--- src/rtl/core/fsr_pkg.sv ---
// ----------------------------------------------------------------------------
// fsr_pkg
// Types, mode codes and single-precision helpers shared by the reduction block.
// ----------------------------------------------------------------------------
package fsr_pkg;

    typedef enum logic [1:0] {
        MODE_SUM    = 2'd0,
        MODE_MAX    = 2'd1,
        MODE_MAXABS = 2'd2,
        MODE_MIN    = 2'd3
    } mode_t;

    localparam logic [31:0] CANON_NAN = 32'h7FC0_0000;
    localparam logic [31:0] POS_ZERO  = 32'h0000_0000;

    // One queued item with the classification done by the front part.
    typedef struct packed {
        logic [31:0] bits;
        logic [31:0] abs_bits;
        logic        is_nan;
        logic        abs_zero;
        logic        last;
    } item_t;

    function automatic logic is_nan(input logic [31:0] b);
        return (b[30:23] == 8'hFF) && (b[22:0] != 23'd0);
    endfunction

    // Strict greater-than; false on any NaN and on two zeros of either sign.
    function automatic logic fp_gt(input logic [31:0] a, input logic [31:0] b);
        logic [31:0] ka;
        logic [31:0] kb;
        ka = a[31] ? ~a : (a | 32'h8000_0000);
        kb = b[31] ? ~b : (b | 32'h8000_0000);
        if (is_nan(a) || is_nan(b)) begin
            return 1'b0;
        end
        if ((a[30:0] == 31'd0) && (b[30:0] == 31'd0)) begin
            return 1'b0;
        end
        return ka > kb;
    endfunction

    // IEEE single add, round to nearest even, subnormals kept, NaN canonical.
    function automatic logic [31:0] fp_add(input logic [31:0] x, input logic [31:0] y);
        logic [31:0] a;
        logic [31:0] b;
        logic [9:0]  ea;
        logic [9:0]  eb;
        logic [9:0]  e;
        logic [7:0]  diff;
        logic [26:0] ma;
        logic [26:0] mb;
        logic [26:0] mbs;
        logic [26:0] lost;
        logic [27:0] sum;
        logic [26:0] m;
        logic [4:0]  lz;
        logic        found;
        logic [9:0]  sh;
        logic        rup;
        logic [24:0] mant;
        logic        xnan;
        logic        ynan;
        logic        xinf;
        logic        yinf;
        xnan = is_nan(x);
        ynan = is_nan(y);
        xinf = (x[30:0] == 31'h7F80_0000);
        yinf = (y[30:0] == 31'h7F80_0000);
        if (xnan || ynan || (xinf && yinf && (x[31] != y[31]))) begin
            return CANON_NAN;
        end
        if (xinf) begin
            return x;
        end
        if (yinf) begin
            return y;
        end
        if (x[30:0] >= y[30:0]) begin
            a = x;
            b = y;
        end else begin
            a = y;
            b = x;
        end
        ea = (a[30:23] == 8'd0) ? 10'd1 : {2'b00, a[30:23]};
        eb = (b[30:23] == 8'd0) ? 10'd1 : {2'b00, b[30:23]};
        ma = {(a[30:23] != 8'd0), a[22:0], 3'b000};
        mb = {(b[30:23] != 8'd0), b[22:0], 3'b000};
        diff = 8'(ea - eb);
        if (diff >= 8'd27) begin
            mbs = {26'd0, (mb != 27'd0)};
        end else begin
            lost = mb & ((27'd1 << diff) - 27'd1);
            mbs  = (mb >> diff) | {26'd0, (lost != 27'd0)};
        end
        e = ea;
        if (a[31] == b[31]) begin
            sum = {1'b0, ma} + {1'b0, mbs};
            if (sum[27]) begin
                m = {sum[27:2], sum[1] | sum[0]};
                e = ea + 10'd1;
            end else begin
                m = sum[26:0];
            end
        end else begin
            sum = {1'b0, ma} - {1'b0, mbs};
            if (sum == 28'd0) begin
                return POS_ZERO;
            end
            lz    = 5'd0;
            found = 1'b0;
            for (int i = 26; i >= 0; i--) begin
                if (!found && sum[i]) begin
                    found = 1'b1;
                    lz    = 5'(26 - i);
                end
            end
            sh = ({5'd0, lz} < (ea - 10'd1)) ? {5'd0, lz} : (ea - 10'd1);
            m  = sum[26:0] << sh;
            e  = ea - sh;
        end
        rup  = m[2] & (m[1] | m[0] | m[3]);
        mant = {1'b0, m[26:3]} + {24'd0, rup};
        if (mant[24]) begin
            mant = mant >> 1;
            e    = e + 10'd1;
        end
        if (e >= 10'd255) begin
            return {a[31], 8'hFF, 23'd0};
        end
        return {a[31], (mant[23] ? e[7:0] : 8'd0), mant[22:0]};
    endfunction

endpackage

--- src/rtl/core/fsr_front.sv ---
// ----------------------------------------------------------------------------
// fsr_front
// Input stage: accept items and classify them for the back part.
// ----------------------------------------------------------------------------
module fsr_front import fsr_pkg::*; (
    input  logic        aclk,
    input  logic        aresetn,
    input  logic        s_valid,
    output logic        s_ready,
    input  logic [31:0] s_element_bits,
    input  logic        s_is_last,
    output logic        push_valid,
    input  logic        push_ready,
    output item_t       push_item
);

    logic  hold_reg;
    item_t item_reg;
    item_t item_next;

    assign s_ready    = !hold_reg || push_ready;
    assign push_valid = hold_reg;
    assign push_item  = item_reg;

    always_comb begin
        item_next.bits     = s_element_bits;
        item_next.abs_bits = {1'b0, s_element_bits[30:0]};
        item_next.is_nan   = is_nan(s_element_bits);
        item_next.abs_zero = (s_element_bits[30:0] == 31'd0);
        item_next.last     = s_is_last;
    end

    always_ff @(posedge aclk) begin
        if (!aresetn) begin
            hold_reg <= 1'b0;
        end else if (s_ready) begin
            hold_reg <= s_valid;
        end
    end

    always_ff @(posedge aclk) begin
        if (s_valid && s_ready) begin
            item_reg <= item_next;
        end
    end

endmodule

--- src/rtl/core/fsr_queue.sv ---
// ----------------------------------------------------------------------------
// fsr_queue
// Two-entry queue between the front and back parts.
// ----------------------------------------------------------------------------
module fsr_queue import fsr_pkg::*; (
    input  logic  aclk,
    input  logic  aresetn,
    input  logic  push_valid,
    output logic  push_ready,
    input  item_t push_item,
    output logic  pop_valid,
    input  logic  pop_ready,
    output item_t pop_item
);

    item_t       slot_reg [2];
    logic        wr_ptr_reg;
    logic        rd_ptr_reg;
    logic [1:0]  count_reg;
    logic        push;
    logic        pop;

    assign push_ready = (count_reg != 2'd2);
    assign pop_valid  = (count_reg != 2'd0);
    assign pop_item   = slot_reg[rd_ptr_reg];
    assign push       = push_valid && push_ready;
    assign pop        = pop_valid && pop_ready;

    always_ff @(posedge aclk) begin
        if (!aresetn) begin
            wr_ptr_reg <= 1'b0;
            rd_ptr_reg <= 1'b0;
            count_reg  <= 2'd0;
        end else begin
            if (push) begin
                wr_ptr_reg <= !wr_ptr_reg;
            end
            if (pop) begin
                rd_ptr_reg <= !rd_ptr_reg;
            end
            count_reg <= count_reg + {1'b0, push} - {1'b0, pop};
        end
    end

    always_ff @(posedge aclk) begin
        if (push) begin
            slot_reg[wr_ptr_reg] <= push_item;
        end
    end

endmodule

--- src/rtl/core/fsr_back.sv ---
// ----------------------------------------------------------------------------
// fsr_back
// Accumulate items in the selected mode and hold the result for the output.
// ----------------------------------------------------------------------------
module fsr_back import fsr_pkg::*; (
    input  logic        aclk,
    input  logic        aresetn,
    input  mode_t       mode,
    input  logic        pop_valid,
    output logic        pop_ready,
    input  item_t       pop_item,
    output logic        m_valid,
    input  logic        m_ready,
    output logic [31:0] m_reduced_bits
);

    logic [31:0] acc_reg;
    logic [31:0] acc_next;
    logic        first_reg;
    logic        out_valid_reg;
    logic [31:0] out_reg;
    logic [31:0] base;
    logic        take;

    assign pop_ready      = !out_valid_reg || m_ready;
    assign take           = pop_valid && pop_ready;
    assign m_valid        = out_valid_reg;
    assign m_reduced_bits = out_reg;

    always_comb begin
        if (first_reg) begin
            base = ((mode == MODE_MAX) || (mode == MODE_MIN)) ? pop_item.bits : POS_ZERO;
        end else begin
            base = acc_reg;
        end
        acc_next = base;
        unique case (mode)
            MODE_SUM: begin
                acc_next = fp_add(base, pop_item.bits);
            end
            MODE_MAX: begin
                if (!pop_item.is_nan && fp_gt(pop_item.bits, base)) begin
                    acc_next = pop_item.bits;
                end
            end
            MODE_MAXABS: begin
                if (!pop_item.is_nan && !pop_item.abs_zero && fp_gt(pop_item.abs_bits, base)) begin
                    acc_next = pop_item.abs_bits;
                end
            end
            MODE_MIN: begin
                if (!pop_item.is_nan && fp_gt(base, pop_item.bits)) begin
                    acc_next = pop_item.bits;
                end
            end
            default: begin
                acc_next = base;
            end
        endcase
    end

    always_ff @(posedge aclk) begin
        if (!aresetn) begin
            acc_reg       <= POS_ZERO;
            first_reg     <= 1'b1;
            out_valid_reg <= 1'b0;
        end else begin
            if (m_ready) begin
                out_valid_reg <= 1'b0;
            end
            if (take) begin
                acc_reg   <= acc_next;
                first_reg <= pop_item.last;
                if (pop_item.last) begin
                    out_valid_reg <= 1'b1;
                end
            end
        end
    end

    always_ff @(posedge aclk) begin
        if (take && pop_item.last) begin
            out_reg <= acc_next;
        end
    end

endmodule

--- src/rtl/core/float_stream_reduction.sv ---
// ----------------------------------------------------------------------------
// float_stream_reduction
// Reduce a run of single-precision values to sum, max, max-abs or min.
// ----------------------------------------------------------------------------
// Takes one element per cycle when neither side stalls; the throughput is set
// by the back part's accumulator loop, which does one full single-precision
// add or compare per cycle. An element passes the input register, then the
// two-entry queue, before it reaches the accumulator, and the result of a run
// shows on m_valid right after the edge that accumulates its last element.
// The sum rounds to nearest even in arrival order, keeps subnormals and turns
// every NaN it makes into 0x7FC00000. Max and min start from the first
// element; a NaN never replaces the running value. Write cfg_reduce_mode
// only while no run is in flight.
module float_stream_reduction import fsr_pkg::*; (
    input  logic        aclk,
    input  logic        aresetn,
    input  logic        cfg_valid,
    output logic        cfg_ready,
    input  logic [1:0]  cfg_reduce_mode,
    input  logic        s_valid,
    output logic        s_ready,
    input  logic [31:0] s_element_bits,
    input  logic        s_is_last,
    output logic        m_valid,
    input  logic        m_ready,
    output logic [31:0] m_reduced_bits
);

    mode_t mode_reg;
    logic  push_valid;
    logic  push_ready;
    item_t push_item;
    logic  pop_valid;
    logic  pop_ready;
    item_t pop_item;

    // The mode register takes a write in any cycle.
    assign cfg_ready = 1'b1;

    always_ff @(posedge aclk) begin
        if (!aresetn) begin
            mode_reg <= MODE_SUM;
        end else if (cfg_valid) begin
            mode_reg <= mode_t'(cfg_reduce_mode);
        end
    end

    // Front: accept and classify each item.
    fsr_front u_front (
        .aclk           (aclk),
        .aresetn        (aresetn),
        .s_valid        (s_valid),
        .s_ready        (s_ready),
        .s_element_bits (s_element_bits),
        .s_is_last      (s_is_last),
        .push_valid     (push_valid),
        .push_ready     (push_ready),
        .push_item      (push_item)
    );

    // Queue: decouple front and back stalls.
    fsr_queue u_queue (
        .aclk       (aclk),
        .aresetn    (aresetn),
        .push_valid (push_valid),
        .push_ready (push_ready),
        .push_item  (push_item),
        .pop_valid  (pop_valid),
        .pop_ready  (pop_ready),
        .pop_item   (pop_item)
    );

    // Back: accumulate and hold the run result.
    fsr_back u_back (
        .aclk           (aclk),
        .aresetn        (aresetn),
        .mode           (mode_reg),
        .pop_valid      (pop_valid),
        .pop_ready      (pop_ready),
        .pop_item       (pop_item),
        .m_valid        (m_valid),
        .m_ready        (m_ready),
        .m_reduced_bits (m_reduced_bits)
    );

endmodule

--- config.mk ---
export PLATFORM = sky130hd
export DESIGN_NAME = float_stream_reduction
export DESIGN_NICKNAME = d
export VERILOG_FILES = /design/src/rtl/core/fsr_pkg.sv /design/src/rtl/core/fsr_front.sv /design/src/rtl/core/fsr_queue.sv /design/src/rtl/core/fsr_back.sv /design/src/rtl/core/float_stream_reduction.sv
export SDC_FILE = /design/constraint.sdc
export NUM_CORES = 1
export LEC_CHECK = 0
export BUFFER_PORTS_ARGS = -buffer_cell sky130_fd_sc_hd__buf_2
export CELL_PAD_IN_SITES_DETAIL_PLACEMENT = 1
export CELL_PAD_IN_SITES_GLOBAL_PLACEMENT = 2
export CORE_ASPECT_RATIO = 0.5
export CORE_MARGIN = 2
export CORE_UTILIZATION = 36
export DETAILED_ROUTE_END_ITERATION = 8
export PLACE_DENSITY_LB_ADDON = 0.08
export SETUP_SLACK_MARGIN = 0.4
export SYNTH_ARGS = -nofsm -noshare
export SYNTH_HDL_FRONTEND = slang
export SYNTH_SLANG_ARGS = --single-unit
export TNS_END_PERCENT = 30
--- constraint.sdc ---
create_clock -name aclk -period 14.9 [get_ports aclk]
set_clock_uncertainty 0.05 [all_clocks]
set_input_delay 0.745 -clock aclk [delete_from_list [all_inputs] [get_ports aclk]]
set_output_delay 0.745 -clock aclk [all_outputs]
set_load 0.01 [all_outputs]
==> run metrics <==
status complete, no violations; dominant cell by count in the synthesized netlist nand2_1; first-pass GRT wire length 175000 µm; largest area contributor in the netlist edfxtp_1; CTS Root Cell clkbuf_16; Core Box Area 0.05983 mm²; Die Span X 353.6 µm; WL/cell 28.35 µm; latest clock arrival within the worst-skew pair 470 ps; fin cells 4375; # nets final 3758; Post-route DRC 0; R2R depth 78; CTS tree yes; family with the most delay on the worst path compound AO/OA/AOI/OAI gates; initial antenna violation count 2; Buf+Inv Stages, Crit Path 19; Final setup viols 0; final setup TNS 0 ps; gpl congestion 1.024; required time worst endpoint 15220 ps; type of the worst min-delay path register to register; total I/O pin count 75; Levels on crit path 78; CTS max path bufs 2; critical path class register to register; Die Span Y 178.8 µm; compound-gate portion of the synthesized area 30.26%; critical path arrival 15030 ps; mux contribution to synthesized area 5.154%; Detail Route Antenna Nets 0; Gate Count Post-Synth 2758; Total Die Area 0.06321 mm²; synthesized flop and latch total 179; max_slew headroom 13.30%; post-synth top area share 18.70%; final wirelength 124100 µm; placed cells 4182; crit-path max cell delay 410 ps; Slew @ Worst Pin 1268 ps; TritonRoute pass-1 iters 5; CTS clk-pin slew, worst paths 90 ps; Synthesized Nets 2967; Final Max Tran Viols 0; Hold Vio Cnt, Final 0; most frequent cells after synthesis nand2_1, nor2_1, a21oi_1; DR vias/cell 6.178; Syn Area/Cell 7.975 µm²; Clock Sinks 179; Cell Area, Synth 0.02199 mm²; largest family of logic cells by synthesized area compound AO/OA/AOI/OAI gates; Final Cycle Share 98.75%; grt total ovfl 0; Port Buffer Count 73; CP Capture Type register; vias in the first global route 26.61k; Post-synth EDFFs 137; Yosys warnings 0; Most used DFF post-synth edfxtp_1; highest clock rate 67.96 MHz; Initial Util 36.76%; GRT Resource Usage Total 36.95%; max-cap check violation count 0; Yosys cell types 129; Most common cell on crit path buf_4; via count 27.03k; RSZ-0062 raised after global routing yes; Fillers 7006; hold_buf cts 0; hpwl dp 95010 µm; slowest stage cell, crit path nor3_4; hold path depth 0; largest net degree at the start of global routing 67; initial DRC count 2626; H-tree levels 4; Hold Slack 399.9 ps; post-synthesis sequential area ratio 22.53%; worst-path fanout max 8; layout cell share with drive strength beyond 1 40.60%; max reg flops 70; post-synthesis simple-gate area fraction 21.49%; top post-synthesis cells by area edfxtp_1, ha_1, a21oi_1, xnor2_1, nand2_1; Critical Path Source Type register; Post-Synth XOR/XNOR Area 5.535%; fin crit period 14710 ps; Area growth, synth to finish 49.50%; asr flop ratio synth 0%; Std-Cell Rows 63; adder-cell share of the synthesized area 9.716%; CTS buffer count 17
==> final cells by class <==
class | instances | area (µm²) | share of cell area, %
repair buffers | 923 | 7218 | 21.95
diodes | 1 | 2.502 | 0.007610
inverters | 130 | 503.0 | 1.530
well taps | 812 | 1016 | 3.090
flip-flops and latches | 179 | 4959 | 15.08
clock inverters | 13 | 162.7 | 0.4947
multi-input cells | 2298 | 18580 | 56.50
clock buffers | 19 | 442.9 | 1.347
==> kinds of logic (layout without fill, tap and decap cells) <==
kind of cell	count (synthesis)	count (layout)
AOI/OAI and AO/OA	947	947
and+or+nand+nor	940	940
buffers and inverters	281	1085
DFF	179	179
adders and majority gates	169	169
xor gates and xnor gates	139	139
muxes	102	102
other	1	2
==> layer usage <==
layer / share of wire [%] / up-vias / GRT usage, %
li1: - / 12070 / -
met1: 45 / 13570 / 52.21
met2: 44 / 1142 / 59.39
met3: 7.5 / 246 / 4.906
met4: 3.0 / 2 / 9.504
met5: 0.016 / - / 0
==> what timing repair did <==
action,4_1_cts,5_1_grt
hold endpoints to repair,0,0
resized for setup,180,273
cloned,1,3
setup buffers,68,88
setup endpoints to repair,62,62
pin swaps,91,146
==> placed cells by master (no fill, tap or decap), types with 73 or more instances in the layout <==
| cell | synthesis | final |
|---|---|---|
| xnor2_1 | 102 | 100 |
| nor2_1 | 231 | 213 |
| inv_1 | 120 | 111 |
| buf_2 | 27 | 73 |
| nand2_1 | 235 | 215 |
| edfxtp_1 | 137 | 137 |
| buf_4 | 6 | 786 |
| o21ai_0 | 167 | 136 |
| nor3_1 | 86 | 74 |
| a21oi_1 | 208 | 165 |
| ha_1 | 166 | 135 |
==> final timing paths <==
kind | to | slack, ps | startpoint
max | u_back.acc_reg[6]$_SDFFE_PN0P_ | 190 | register
min | u_queue.slot_reg[1][38]$_DFFE_PP_ | 400 | u_front.push_item[39]$_DFFE_PP_
max reg2reg | u_back.acc_reg[6]$_SDFFE_PN0P_ | 190 | register
min reg2reg | u_queue.slot_reg[1][38]$_DFFE_PP_ | 400 | u_front.push_item[39]$_DFFE_PP_
==> stage by stage <==
stage / cell area (µm²) / util, % / setup slack [ps]
final: 32880 / 54.96 / 186.4
after global routing: 32880 / 54.96 / -242.1
after CTS: 30750 / 51.40 / 384.3
after detailed placement: 28690 / 47.95 / -890.2
after global placement: 28690 / 47.95 / -751.4
after floorplan: 22690 / - / 400.1
Power is left out: the tool's default activity adds up to more than one toggle a clock period on the data nets, which glitch-free logic cannot reach.
